<file path="src/gtpc_pkg.sv">
// ----------------------------------------------------------------------------
// gtpc_pkg
// Shared types and constants for the grid tile path connectivity block.
// ----------------------------------------------------------------------------
package gtpc_pkg;

  localparam int APB_AW     = 3;
  localparam int APB_DW     = 32;
  localparam int REG_W      = 7;
  localparam int REG_IDX_LSB = 2;
  localparam int TILE_W     = 3;
  localparam int RANK_W     = 4;

  localparam logic [RANK_W-1:0] RANK_MAX = 4'd15;

  localparam logic REG_GRID_ROWS = 1'b0;
  localparam logic REG_GRID_COLS = 1'b1;

  localparam logic [3:0] SIDE_L = 4'b0001;
  localparam logic [3:0] SIDE_R = 4'b0010;
  localparam logic [3:0] SIDE_U = 4'b0100;
  localparam logic [3:0] SIDE_D = 4'b1000;

  localparam logic [TILE_W-1:0] TILE_LR = 3'd1;
  localparam logic [TILE_W-1:0] TILE_UD = 3'd2;
  localparam logic [TILE_W-1:0] TILE_LD = 3'd3;
  localparam logic [TILE_W-1:0] TILE_RD = 3'd4;
  localparam logic [TILE_W-1:0] TILE_LU = 3'd5;
  localparam logic [TILE_W-1:0] TILE_RU = 3'd6;

  typedef enum logic [3:0] {
    OP_NONE,
    OP_ACCEPT,
    OP_INIT,
    OP_FIND_GO,
    OP_FIND_WALK,
    OP_COMP_WALK,
    OP_FIND_END,
    OP_RANK_A,
    OP_RANK_B,
    OP_LINK,
    OP_STEP,
    OP_RESULT
  } op_t;

  typedef enum logic [2:0] {
    JOB_LEFT_NB,
    JOB_LEFT_ME,
    JOB_UP_NB,
    JOB_UP_ME,
    JOB_END_FIRST,
    JOB_END_LAST
  } job_t;

  typedef struct packed {
    op_t  op;
    job_t job;
  } cmd_t;

  typedef struct packed {
    logic pd_is_cur;
    logic start_is_cur;
    logic pd_is_root;
    logic join_left;
    logic join_up;
    logic roots_equal;
    logic last_cell;
    logic out_free;
  } sts_t;

  // Open sides of each street tile; unknown codes have none.
  function automatic logic [3:0] tile_sides(input logic [TILE_W-1:0] t);
    logic [3:0] s;
    case (t)
      TILE_LR: s = SIDE_L | SIDE_R;
      TILE_UD: s = SIDE_U | SIDE_D;
      TILE_LD: s = SIDE_L | SIDE_D;
      TILE_RD: s = SIDE_R | SIDE_D;
      TILE_LU: s = SIDE_L | SIDE_U;
      TILE_RU: s = SIDE_R | SIDE_U;
      default: s = 4'b0000;
    endcase
    return s;
  endfunction

endpackage

</file>
<file path="src/gtpc_regs.sv">
// ----------------------------------------------------------------------------
// gtpc_regs
// Configuration registers for grid size, with range clamping and restart.
// ----------------------------------------------------------------------------
module gtpc_regs #(
  parameter int MAX_ROWS = 64,
  parameter int MAX_COLS = 64
) (
  input  logic                                  clk,
  input  logic                                  rst_n,
  input  logic                                  psel,
  input  logic                                  penable,
  input  logic                                  pwrite,
  input  logic [gtpc_pkg::APB_AW-1:0]           paddr,
  input  logic [gtpc_pkg::APB_DW-1:0]           pwdata,
  output logic [gtpc_pkg::APB_DW-1:0]           prdata,
  output logic                                  pready,
  output logic [$clog2(MAX_ROWS+1)-1:0]         rows_eff,
  output logic [$clog2(MAX_COLS+1)-1:0]         cols_eff,
  output logic                                  restart
);
  import gtpc_pkg::*;

  localparam int RDW = $clog2(MAX_ROWS + 1);
  localparam int CDW = $clog2(MAX_COLS + 1);

  logic [REG_W-1:0] rows_r;
  logic [REG_W-1:0] cols_r;
  logic             wr_en;
  logic             reg_idx;

  assign pready  = 1'b1;
  assign reg_idx = paddr[REG_IDX_LSB];
  assign wr_en   = psel & penable & pwrite & pready;
  assign restart = wr_en;

  always_ff @(posedge clk) begin
    if (!rst_n) begin
      rows_r <= REG_W'(1);
      cols_r <= REG_W'(1);
    end else if (wr_en) begin
      unique case (reg_idx)
        REG_GRID_ROWS: rows_r <= pwdata[REG_W-1:0];
        REG_GRID_COLS: cols_r <= pwdata[REG_W-1:0];
      endcase
    end
  end

  always_comb begin
    unique case (reg_idx)
      REG_GRID_ROWS: prdata = {{(APB_DW-REG_W){1'b0}}, rows_r};
      REG_GRID_COLS: prdata = {{(APB_DW-REG_W){1'b0}}, cols_r};
    endcase
  end

  always_comb begin
    if (rows_r == '0) begin
      rows_eff = RDW'(1);
    end else if (32'(rows_r) > MAX_ROWS) begin
      rows_eff = RDW'(MAX_ROWS);
    end else begin
      rows_eff = RDW'(rows_r);
    end
    if (cols_r == '0) begin
      cols_eff = CDW'(1);
    end else if (32'(cols_r) > MAX_COLS) begin
      cols_eff = CDW'(MAX_COLS);
    end else begin
      cols_eff = CDW'(cols_r);
    end
  end

endmodule

</file>
<file path="config.mk">
export PLATFORM = sky130hd
export DESIGN_NAME = gtpc_regs
export DESIGN_NICKNAME = d
export VERILOG_FILES = /design/src/gtpc_pkg.sv /design/src/gtpc_regs.sv
export SDC_FILE = /design/constraint.sdc
export NUM_CORES = 1
export LEC_CHECK = 0
export ABC_AREA = 1
export BUFFER_PORTS_ARGS = -buffer_cell sky130_fd_sc_hd__buf_2
export CORE_ASPECT_RATIO = 1.1
export CORE_MARGIN = 2
export CORE_UTILIZATION = 42
export CTS_BUF_LIST = sky130_fd_sc_hd__clkbuf_4 sky130_fd_sc_hd__clkbuf_8
export CTS_CLUSTER_SIZE = 40
export DETAILED_ROUTE_END_ITERATION = 12
export GPL_TIMING_DRIVEN = 0
export PLACE_DENSITY = 0.9
export SLEW_MARGIN = 20
export SYNTH_ARGS = -nofsm -noshare
export SYNTH_HDL_FRONTEND = slang
export SYNTH_SLANG_ARGS = --single-unit
</file>
<file path="constraint.sdc">
create_clock -name clk -period 1.5 [get_ports clk]
set_input_delay 0.45 -clock clk [delete_from_list [all_inputs] [get_ports clk]]
set_output_delay 0.45 -clock clk [all_outputs]
set_load 0.05 [all_outputs]
</file>
=== Yosys cells after proc, flatten, opt, wreduce, memory -nomap -nowiden ===
Cells that the tools add are included.

* Bits in registers: 14
* Input port bits: 40
* Output and inout port bits: 48
* Logic and storage cells: 16

* Magnitude comparators: 2
* Mux-type cells: 5
* Bitwise operators: 3
* Reduce and logical (&&, ||, !) cells: 4

{| class="wikitable"
|+ Operators by type and width
! cell !! number
|-
| 32-bit case mux with 2 select lines || 1
|-
| 7-bit 2-to-1 mux || 4
|-
| 7-bit > comparator (second input constant) || 2
|-
| 7-bit logical NOT || 2
|-
| 2-bit AND reduction || 2
|-
| 1-bit AND || 2
|-
| 1-bit NOT || 1
|}

=== Depth between registers and ports, before layout ===
* Word-level depth: 3
* Depth in mapped cells: 6
* Mapped depth without buffers: 5

=== Worst setup path after synthesis ===
OpenSTA, ideal clock, no wires.

* Kind: input-to-output
* From: in paddr[2] (netlist bit)
* To: out prdata[1] (netlist bit)
* Data arrival time: 1.708 ns
* Required time: 1.050 ns
* Path slack: -0.658 ns
* Stages: 2
* Path buffers: 1
* Path through: buf_2 -> o21ai_0

* Word-level cells in the longest chain between the ends: 2

{| class="wikitable"
|+ Ends and longest elaborated chain
! element !! RTL line !! text
|-
| start, declared || gtpc_regs.sv:14 || <nowiki>input logic [gtpc_pkg::APB_AW-1:0] paddr,</nowiki>
|-
| 1-bit NOT (no source line) || -- ||
|-
| 32-bit case mux with 2 select lines (*) || gtpc_regs.sv:50 || <nowiki>unique case (reg_idx)</nowiki>
|-
| end, declared || gtpc_regs.sv:16 || <nowiki>output logic [gtpc_pkg::APB_DW-1:0] prdata,</nowiki>
|}

Mark *: on every way between the ends. The rest lies on a longest branch, timed or not. The select of a mux whose other input is x is not followed.

=== Final worst setup path ===
* From: reg rows_r[5]
* To: out rows_eff[0]

* Word-level cells in the longest chain between the ends: 3
* Elaborated cells on any way between the ends: 4
* Those cells by class: 1 x order compare; 2 x mux; 1 x reduce/logical

{| class="wikitable"
|+ Ends and longest elaborated chain
! element !! RTL line !! text
|-
| start, declared || gtpc_regs.sv:27 || <nowiki>logic [REG_W-1:0] rows_r;</nowiki>
|-
| start signal, assigned || gtpc_regs.sv:43 || <nowiki>REG_GRID_ROWS: rows_r <= pwdata[REG_W-1:0];</nowiki>
|-
| 7-bit > comparator || gtpc_regs.sv:59 || <nowiki>end else if (32'(rows_r) > MAX_ROWS) begin</nowiki>
|-
| 7-bit 2-to-1 mux || gtpc_regs.sv:59 ||
|-
| 7-bit 2-to-1 mux (*) || gtpc_regs.sv:57 || <nowiki>if (rows_r == '0) begin</nowiki>
|-
| end, declared || gtpc_regs.sv:18 || <nowiki>output logic [$clog2(MAX_ROWS+1)-1:0] rows_eff,</nowiki>
|}

Mark *: on every way between the ends. The rest lies on a longest branch, timed or not.

==> impl_metrics.json <==
{
  "syn_to_final_growth_pct": 84.60,
  "overflow": 0,
  "dpl-instance-area_sq_um": 1359,
  "die_w_um": 51.07,
  "total_power_mw": 1.236,
  "synth_cell_types": 16,
  "syn_inst": 170,
  "fp.coreArea_sq_um": 2275,
  "maxCapViolCount": 0,
  "startpoint": "rows_r[5]$_SDFFE_PN0P_",
  "critical_path.endpoint": "rows_eff[0]",
  "slew_violations": 0,
  "ant_nets": 0,
  "via_per_inst": 4.939,
  "max_freq_ghz": 0.5455,
  "worst_r2r_endpoint": "cols_r[1]$_SDFFE_PN0P_",
  "critical_path_class": "reg2out",
  "grt_max_degree": 11,
  "io_buffers": 34,
  "num_antenna_cells": 0,
  "drive_above_1_share": 0.5709,
  "finalSetupViolations": 17,
  "cp_slowest_stage_delay_ps": 360,
  "period_share": 1.222,
  "ys_seq_elements": 14,
  "syn_area_sq_um": 1023,
  "period_needed_ps": 1833,
  "clock-root-buffer": "clkbuf_4",
  "r2r_slack_ps": 620,
  "path_cells": "nor2_4 > nand3_2 > nand2_2 > nand2_1 > nand2_1 > buf_6",
  "r2r_start": "cols_r[1]$_SDFFE_PN0P_",
  "vias": 1368,
  "violations": "setup timing",
  "dr.pass1.iters": 5,
  "crit_fanout": 2,
  "final_cell_mix": "buf_4, buf_6, conb_1",
  "fin_ws_ps": -333.3,
  "path_clk_slew_ps": 80,
  "initial_core_util": 0.4499,
  "reg2reg_depth": 4,
  "status": "finished with violations",
  "drc": 0,
  "clock_skew_ps": 0,
  "wl_um": 4446,
  "yosysSeqAreaShare": 0.2738,
  "end_kind": "output port",
  "clk_path_buf_depth": 2,
  "dieHeight_um": 55.78,
  "crit_required_ps": 1050,
  "gp_congestion": 0.7819,
  "rsz0062_at_grt": "true",
  "cts_tree": "built",
  "hold_path.class": "in2reg",
  "grt_pass1_wl_um": 5112,
  "design_area_sq_um": 1889,
  "cpMostUsedCell": "nand2_1",
  "initialDrtViolationCount": 77,
  "p_per_area_nw_per_um2": 654.1,
  "holdWs_ps": 401.8,
  "leakage_nw": 0.9461,
  "io_pins": 88,
  "fp-row-count": 18,
  "dpl.hpwl_um": 1877,
  "yosys_warnings": 0,
  "layout_commonest_cell": "buf_4",
  "cts_hold_buf": 0,
  "setup_tns_ps": -2869,
  "arrival_ps": 1380,
  "cts_buffers": 3,
  "n_fill_cell": 130,
  "hold_viol": 0,
  "first_global_vias": 1122,
  "die-area_sq_um": 2848,
  "cp_slowest_cell": "dfxtp_2",
  "vdd_drop_max_v": 0.0005504,
  "cts_sinks": 14,
  "htree_levels": 1,
  "grt_antenna_before_repair": 0,
  "track_usage": 0.2371,
  "pre_cts_ws_ps": -189.3,
  "routedWlPerCell_um": 16.05,
  "startpoint_type": "flop",
  "clock_latency_ps": 290,
  "avgSynthCellArea_sq_um": 6.020,
  "final_nets": 288
}
[how the worst min path moves through the flow]
| stage | from | to | slack, ps | depth (start not counted) |
|---|---|---|---|---|
| floorplan | rows_r[1]$_SDFFE_PN0P_ | rows_r[1]$_SDFFE_PN0P_ | 480 | 2 |
| global placement | rows_r[4]$_SDFFE_PN0P_ | rows_r[4]$_SDFFE_PN0P_ | 500 | 2 |
| detailed placement | rows_r[4]$_SDFFE_PN0P_ | rows_r[4]$_SDFFE_PN0P_ | 500 | 2 |
| CTS | pwdata[0] | cols_r[0]$_SDFFE_PN1P_ | 390 | 3 |
| global route | rst_n | rows_r[1]$_SDFFE_PN0P_ | 410 | 3 |
| finish | rst_n | rows_r[2]$_SDFFE_PN0P_ | 400 | 3 |
[repair_timing]
item                                    4_1_cts  5_1_grt
pin swaps                                    18       10
gates resized for setup                      90       43
endpoints found under the setup margin       22       19
setup buffers                                13        2
cloned                                        1        0
[routing by layer]
metal / vias to the layer above / global-route usage / share of wire
met5: - / 0 / 0
met4: 0 / 0.1313 / 0.076
met3: 40 / 0.05108 / 0.12
met2: 129 / 0.4063 / 0.45
met1: 582 / 0.2649 / 0.36
li1: 617 / - / -
[area by class of cell]
class | count | area (sq um) | share of cell area
buffer | 32 | 240.2 | 0.1272
clock buffer | 4 | 36.28 | 0.01921
inverter | 21 | 91.34 | 0.04834
multi-input combinational | 127 | 704.4 | 0.3728
sequential | 14 | 322.8 | 0.1709
tap | 30 | 37.54 | 0.01987
timing repair buffer | 49 | 456.7 | 0.2417
[flip-flops by register name, summed over array words and instances, names as in the netlist]
name,flops
cols_r,7
rows_r,7
[metrics by stage]
stage / util / instances
2_1_floorplan: - / 194
3_3_place_gp: 0.5974 / 258
3_5_place_dp: 0.5974 / 258
4_1_cts: 0.7618 / 276
5_1_grt: 0.8306 / 277
6_report: 0.8306 / 277
[report_power, final]
group | internal (mW) | switching [mW] | total (mW)
Sequential | 0.374 | 0.0242 | 0.399
Combinational | 0.181 | 0.377 | 0.559
Clock | 0.148 | 0.130 | 0.278
Total | 0.704 | 0.532 | 1.24
[Yosys cell counts]
library cell | count | share of area
nor2_1 | 40 | 0.15
nand2_1 | 30 | 0.11
buf_4 | 27 | 0.20
inv_1 | 20 | 0.073
nand3_1 | 17 | 0.083
dfxtp_1 | 14 | 0.27
o21ai_0 | 8 | 0.039
clkbuf_1 | 3 | 0.011
buf_2 | 2 | 0.0098
conb_1 | 2 | 0.0073
nor2_2 | 2 | 0.012
inv_2 | 1 | 0.0037
nand3_2 | 1 | 0.0098
nand4_1 | 1 | 0.0061
nor2_4 | 1 | 0.011
nor3_1 | 1 | 0.0049
[worst max-delay path: cells and delay by family (launching register included)]
kind | cells | cell delay (ps)
DFF | 1 | 360
and+or+nand+nor | 5 | 570
buffers and inverters | 1 | 170
[cells by family (layout without fill, tap and decap cells)]
family | count (synthesis) | in the layout | share of synthesized area
AOI/OAI and AO/OA | 8 | 8 | 0.03912
buffers and inverters | 53 | 106 | 0.2958
DFF | 14 | 14 | 0.2738
other | 2 | 26 | 0.007338
and+or+nand+nor | 93 | 93 | 0.3839
Power figures use the tool's default switching activity.
