File: src/gtpc_pkg.sv
// ----------------------------------------------------------------------------
// gtpc_pkg
// Shared types and constants for the grid tile path connectivity block.
// ----------------------------------------------------------------------------
package gtpc_pkg;

  localparam int APB_AW     = 3;
  localparam int APB_DW     = 32;
  localparam int REG_W      = 7;
  localparam int REG_IDX_LSB = 2;
  localparam int TILE_W     = 3;
  localparam int RANK_W     = 4;

  localparam logic [RANK_W-1:0] RANK_MAX = 4'd15;

  localparam logic REG_GRID_ROWS = 1'b0;
  localparam logic REG_GRID_COLS = 1'b1;

  localparam logic [3:0] SIDE_L = 4'b0001;
  localparam logic [3:0] SIDE_R = 4'b0010;
  localparam logic [3:0] SIDE_U = 4'b0100;
  localparam logic [3:0] SIDE_D = 4'b1000;

  localparam logic [TILE_W-1:0] TILE_LR = 3'd1;
  localparam logic [TILE_W-1:0] TILE_UD = 3'd2;
  localparam logic [TILE_W-1:0] TILE_LD = 3'd3;
  localparam logic [TILE_W-1:0] TILE_RD = 3'd4;
  localparam logic [TILE_W-1:0] TILE_LU = 3'd5;
  localparam logic [TILE_W-1:0] TILE_RU = 3'd6;

  typedef enum logic [3:0] {
    OP_NONE,
    OP_ACCEPT,
    OP_INIT,
    OP_FIND_GO,
    OP_FIND_WALK,
    OP_COMP_WALK,
    OP_FIND_END,
    OP_RANK_A,
    OP_RANK_B,
    OP_LINK,
    OP_STEP,
    OP_RESULT
  } op_t;

  typedef enum logic [2:0] {
    JOB_LEFT_NB,
    JOB_LEFT_ME,
    JOB_UP_NB,
    JOB_UP_ME,
    JOB_END_FIRST,
    JOB_END_LAST
  } job_t;

  typedef struct packed {
    op_t  op;
    job_t job;
  } cmd_t;

  typedef struct packed {
    logic pd_is_cur;
    logic start_is_cur;
    logic pd_is_root;
    logic join_left;
    logic join_up;
    logic roots_equal;
    logic last_cell;
    logic out_free;
  } sts_t;

  // Open sides of each street tile; unknown codes have none.
  function automatic logic [3:0] tile_sides(input logic [TILE_W-1:0] t);
    logic [3:0] s;
    case (t)
      TILE_LR: s = SIDE_L | SIDE_R;
      TILE_UD: s = SIDE_U | SIDE_D;
      TILE_LD: s = SIDE_L | SIDE_D;
      TILE_RD: s = SIDE_R | SIDE_D;
      TILE_LU: s = SIDE_L | SIDE_U;
      TILE_RU: s = SIDE_R | SIDE_U;
      default: s = 4'b0000;
    endcase
    return s;
  endfunction

endpackage

File: src/gtpc_ctrl.sv
// ----------------------------------------------------------------------------
// gtpc_ctrl
// Sequencer that walks each cell through its joins and the final root check.
// ----------------------------------------------------------------------------
module gtpc_ctrl (
  input  logic           clk,
  input  logic           rst_n,
  input  logic           in_valid,
  output logic           in_stall,
  output gtpc_pkg::cmd_t cmd,
  input  gtpc_pkg::sts_t sts
);
  import gtpc_pkg::*;

  typedef enum logic [3:0] {
    ST_IDLE,
    ST_INIT,
    ST_ROUTE,
    ST_FIND_GO,
    ST_FIND_WALK,
    ST_COMP_WALK,
    ST_FIND_END,
    ST_RANK_A,
    ST_RANK_B,
    ST_LINK,
    ST_STEP,
    ST_RESULT
  } state_t;

  state_t state_r, state_nxt;
  job_t   job_r, job_nxt;
  logic   go_up;

  assign in_stall = (state_r != ST_IDLE);
  assign go_up    = (job_r == JOB_LEFT_ME) && sts.join_up;

  always_comb begin
    state_nxt = state_r;
    job_nxt   = job_r;
    cmd.job   = job_r;
    cmd.op    = OP_NONE;
    unique case (state_r)
      ST_IDLE: begin
        if (in_valid) begin
          cmd.op    = OP_ACCEPT;
          state_nxt = ST_INIT;
        end
      end
      ST_INIT: begin
        cmd.op    = OP_INIT;
        state_nxt = ST_ROUTE;
      end
      ST_ROUTE: begin
        if (sts.join_left) begin
          state_nxt = ST_FIND_GO;
          job_nxt   = JOB_LEFT_NB;
        end else if (sts.join_up) begin
          state_nxt = ST_FIND_GO;
          job_nxt   = JOB_UP_NB;
        end else begin
          state_nxt = ST_STEP;
        end
      end
      ST_FIND_GO: begin
        cmd.op    = OP_FIND_GO;
        state_nxt = ST_FIND_WALK;
      end
      ST_FIND_WALK: begin
        cmd.op = OP_FIND_WALK;
        if (sts.pd_is_cur) begin
          state_nxt = sts.start_is_cur ? ST_FIND_END : ST_COMP_WALK;
        end
      end
      ST_COMP_WALK: begin
        cmd.op = OP_COMP_WALK;
        if (sts.pd_is_root) begin
          state_nxt = ST_FIND_END;
        end
      end
      ST_FIND_END: begin
        cmd.op = OP_FIND_END;
        case (job_r)
          JOB_LEFT_NB: begin
            state_nxt = ST_FIND_GO;
            job_nxt   = JOB_LEFT_ME;
          end
          JOB_UP_NB: begin
            state_nxt = ST_FIND_GO;
            job_nxt   = JOB_UP_ME;
          end
          JOB_END_FIRST: begin
            state_nxt = ST_FIND_GO;
            job_nxt   = JOB_END_LAST;
          end
          JOB_END_LAST: state_nxt = ST_RESULT;
          default:      state_nxt = ST_RANK_A;
        endcase
      end
      ST_RANK_A: begin
        cmd.op = OP_RANK_A;
        if (sts.roots_equal) begin
          if (go_up) begin
            state_nxt = ST_FIND_GO;
            job_nxt   = JOB_UP_NB;
          end else begin
            state_nxt = ST_STEP;
          end
        end else begin
          state_nxt = ST_RANK_B;
        end
      end
      ST_RANK_B: begin
        cmd.op    = OP_RANK_B;
        state_nxt = ST_LINK;
      end
      ST_LINK: begin
        cmd.op = OP_LINK;
        if (go_up) begin
          state_nxt = ST_FIND_GO;
          job_nxt   = JOB_UP_NB;
        end else begin
          state_nxt = ST_STEP;
        end
      end
      ST_STEP: begin
        cmd.op = OP_STEP;
        if (sts.last_cell) begin
          state_nxt = ST_FIND_GO;
          job_nxt   = JOB_END_FIRST;
        end else begin
          state_nxt = ST_IDLE;
        end
      end
      ST_RESULT: begin
        cmd.op = OP_RESULT;
        if (sts.out_free) begin
          state_nxt = ST_IDLE;
        end
      end
    endcase
  end

  always_ff @(posedge clk) begin
    if (!rst_n) begin
      state_r <= ST_IDLE;
      job_r   <= JOB_LEFT_NB;
    end else begin
      state_r <= state_nxt;
      job_r   <= job_nxt;
    end
  end

endmodule

File: config.mk
export PLATFORM = sky130hd
export DESIGN_NAME = gtpc_ctrl
export DESIGN_NICKNAME = d
export VERILOG_FILES = /design/src/gtpc_pkg.sv /design/src/gtpc_ctrl.sv
export SDC_FILE = /design/constraint.sdc
export NUM_CORES = 1
export LEC_CHECK = 0
export ABC_AREA = 1
export BUFFER_PORTS_ARGS = -buffer_cell sky130_fd_sc_hd__buf_2
export CORE_MARGIN = 8
export CORE_UTILIZATION = 45
export CTS_BUF_LIST = sky130_fd_sc_hd__clkbuf_4
export DETAILED_ROUTE_END_ITERATION = 8
export PLACE_DENSITY_LB_ADDON = 0.25
export SLEW_MARGIN = 30
export SYNTH_ARGS = -nofsm -noshare
export SYNTH_HDL_FRONTEND = slang
export SYNTH_SLANG_ARGS = --single-unit
File: constraint.sdc
create_clock -name clk -period 1.4 [get_ports clk]
set_input_delay 0.35 -clock clk [delete_from_list [all_inputs] [get_ports clk]]
set_output_delay 0.35 -clock clk [all_outputs]
set_load 0.01 [all_outputs]
### After elaboration in Yosys (flattened, before gate mapping)

Index checks and enable logic that the tools add are counted.

| word-level totals | value |
|---|---|
| bits in read-only memories | 0 |
| memories | 0 |
| register bits after elaboration | 7 |
| bits in writable memories | 0 |
| bits in latches | 0 |

| operators by class | value |
|---|---|
| divide/modulo/power cells | 0 |
| reductions and logical operators | 8 |
| add/sub/neg operators | 0 |
| order comparisons | 0 |
| shift operators | 0 |
| muxes and demuxes | 21 |
| eq/ne operators | 23 |
| $mul | 0 |
| bitwise gates (word level) | 0 |

Operator list:

| operator | number |
|---|---|
| $pmux W4 S12 | 1 |
| $pmux W4 S11 | 1 |
| $mux W4 | 8 |
| $eq A4 B3 Y1 const B | 4 |
| $eq A4 B4 Y1 const B | 4 |
| $mux W3 | 5 |
| $pmux W3 S5 | 1 |
| $ne A2 B2 Y1 const B | 6 |
| $pmux W3 S3 | 1 |
| $eq A4 B2 Y1 const B | 2 |
| $pmux W4 S2 | 1 |
| $eq A3 B3 Y1 const B | 2 |
| $reduce_and A5 Y1 | 1 |
| $reduce_bool A5 Y1 | 1 |
| $eq A4 B1 Y1 const B | 1 |
| $logic_not A4 Y1 | 1 |
| $mux W2 | 2 |
| $ne A4 B4 Y1 const B | 1 |
| $reduce_and A4 Y1 | 1 |
| $reduce_bool A4 Y1 | 1 |
| $eq A3 B1 Y1 const B | 1 |
| $eq A3 B2 Y1 const B | 1 |
| $logic_not A3 Y1 | 1 |
| $ne A3 B3 Y1 const B | 1 |
| other kinds (3) | 3 |

### Logic depth before layout (Yosys ltp)

| logic depth | value |
|---|---|
| depth after elaboration | 5 |
| gate-level depth with buffers | 11 |

### Least setup slack after synthesis

No wires, ideal clock.

| timing path | value |
|---|---|
| kind | reg2out |
| start point | reg state_r[3] |
| end point | out cmd[3] (netlist name) |
| stages on the path, launching flop included | 4 |
| data required time | 1,050 ps |
| setup slack | -24 ps |
| data arrival time | 1,074 ps |
| buffers on the path | 0 |
| cells stage by stage | dfxtp_1 -> nor2_1 -> nand2_1 -> o221ai_1 |

RTL lines:

| item | RTL line | text |
|---|---|---|
| start: declaration | gtpc_ctrl.sv:30 | `state_t state_r, state_nxt;` |
| start signal: assignment | gtpc_ctrl.sv:148 | `state_r <= state_nxt;` |
| end: declaration | gtpc_ctrl.sv:10 | `output gtpc_pkg::cmd_t cmd,` |

==> metrics.txt <==
outcome=finished, violations left; failing checks=setup timing; utilization after layout=between 60 and 70%; area share of the largest cell type after synthesis=21.0%; Starting Density=46.6%; Final Hold Vio Count=0; Critical Path RT=1.05 ns; Critical Path Fanout Max=5; global-route wire length before repair=about 3500 µm; CTS root buf=clkbuf_4; Period minus WS final=1.50 ns; CTS HTree Levels=1; Hold EP=state_r[3]; DIE HEIGHT=54.8 µm; post-DR wirelength/cell=12.9 µm; die extent in x=~55 µm; maximum buffer depth of the clock tree=2; area leader, netlist=nand2_1; clock sink count=7; Net Sw Frac=41.5%; worst skew pair latency=0.24 ns; Area Overhead vs Synth=45.6%; layout cells sized above 1=42.1%; mapped cell area=678 µm²; antenna fix cells=0; syn nets=129; Slew HR=85.1%; largest cells by area after synthesis=nand2_1 21%, dfxtp_1 21%, nor2_1 9.4%; vias per cell=between 5 and 6; worst hold start=rst_n; final setup violation count=5; pin count of the biggest net entering global routing=8; fmax=approximately 0.67 GHz; EDFF count, synth=0; Ys Warns=0; Starting DRT DRC Count=32; Total Power=1100 µW; # Max-Cap Violations=0; drc violations=0; io pins=19; worst hold-check path type=in2reg; Sequential Power Share=27.0%; CTS tree=built; total CTS buffers=3; DRT Wirelength=2160 µm; most common cell in the synthesized netlist=nand2_1; routed vias=868; fraction of registers with async set/reset=0%; Clock Skews=0.00689 ns; top cells by instance count after synthesis=38 x nand2_1, 17 x nor2_1, 11 x inv_1, 11 x nand3_1, 7 x dfxtp_1; clock share of power=17.9%; WHS=between 0.3 and 0.4 ns; Mean Syn Cell Area=5.75 µm²; Placed Cells=158; hold buffer count at cts=0; critical path launch point type=register; P_int=between 600 and 700 µW; power share of the combinational group=a little under three fifths; Mapped Cells=about 120; Post-DP HPWL=approximately 1600 µm; Yosys reg bits=7; core area=1450 µm²; fin. max-slew vios=0; leakage power=between 0.0005 and 0.0006 µW; switching power=458 µW; total iterations of the first detailed-routing run=4; pwr/cell area=1120 nW/µm²; # nets final=164; port bufs=18; Detail Route Antenna Nets=0; CP Data Arrival Time=1.15 ns; worst hold path depth=3; # rows=14; RSZ-0062 raised after global routing=true; Top FF cell, synth=dfxtp_1; die area=between 3000 and 4000 µm²; non-filler cells, final=roughly 170; worst reg2reg startpoint=state_r[3]; FF-to-FF path depth=9; GRT Resource Usage Total=15.7%; Slew @ Worst Pin=0.223 ns; Seq/Total Area, Yosys=just over 20%; initial antenna violation count=0; PnR worst setup slack=-0.103 ns; period utilisation layout=107%; count of different cell masters after synthesis=18; Fill cells=137; worst reg-to-reg setup slack=-0.07 ns; reg2reg end=state_r[0]; routability cong.=0.893; vias in the first global route=863; critical path capture point type=primary output; grt ovf=0; clk slew on worst S/H paths=~0.050 ns; setup TNS=-0.314 ns; worst vdd ir=0.668 mV; Crit Path Class=reg2out
## cell usage in the layout, fill, tap and decap left out
cell,instances
a21oi_1,2
a21oi_2,1
a31oi_1,1
buf_12,1
buf_2,17
buf_4,9
buf_6,3
clkbuf_4,4
dfxtp_1,3
dfxtp_4,4
inv_1,10
inv_2,5
nand2_1,35
nand2_2,6
nand2_4,3
nand3_1,11
nand3b_1,3
nand4_1,3
nor2_1,13
nor2_2,4
nor2_4,6
nor2b_1,1
o211ai_1,1
o21ai_0,3
o21ai_1,2
o221ai_2,1
## power groups by stage
stage,clock [µW],combinational (µW),sequential (µW)
final,197,609,298
after CTS,203,559,294
after floorplan,0,298,273
after detailed placement,0,482,278
after global routing,228,664,304
after global placement,0,478,275
## metrics by stage
stage | area [µm²] | setup slack (ns)
finish | 987 | -0.103
global placement | 848 | 0.0194
detailed placement | 848 | -0.0334
CTS | 957 | -0.131
global route | 987 | -0.187
floorplan | 681 | -0.0148
## worst max-delay path by stage
stage                           from  endpoint  slack, ns
after CTS                 state_r[3]    cmd[3]      -0.13
final                     state_r[3]    cmd[3]      -0.10
after global routing      state_r[3]    cmd[3]      -0.19
after detailed placement  state_r[0]    cmd[3]      -0.03
after global placement    state_r[0]    cmd[3]       0.02
after floorplan           state_r[3]    cmd[4]      -0.01
## sequential cells by signal, indices dropped and copies added, names as in the netlist
signal   flops
state_r      4
job_r        3
## worst max-delay path, cell delays in order, from the launching register on
cell	delay, ns
dfxtp_4	0.37
buf_6	0.12
nor2_4	0.09
nor2_2	0.06
o221ai_2	0.11
buf_2	0.16
## metal layers
metal  up-vias  GRT usage, %  wire (µm)
li1        446             -          -
met1       387          19.0        896
met2        33          26.2       1110
met3         2          2.45        147
met4         0          7.38         14
met5         -             0          0
## cells by family after synthesis
kind of cell	synth area share, %
AND/OR/NAND/NOR	61.8
AO/OA/AOI/OAI	9.23
buffers and inverters	8.30
flip-flops	20.7
## final cells by class
cell class | count | area, µm² | share of cell area [%]
Clock buffer | 4 | 30.0 | 3.04
Multi-Input combinational cell | 96 | 519 | 52.6
Sequential cell | 7 | 155 | 15.7
Tap cell | 16 | 20.0 | 2.03
Inverter | 15 | 56.3 | 5.70
Timing Repair Buffer | 30 | 206 | 20.9
## what timing repair did
action / CTS / global route
setup buffers: 4 / 2
resized for setup: 18 / 6
gates cloned: 0 / 0
endpoints found under the hold margin: 0 / 0
pin swaps: 5 / 5
endpoints found under the setup margin: 5 / 11
(Power assumes the default switching activity.)
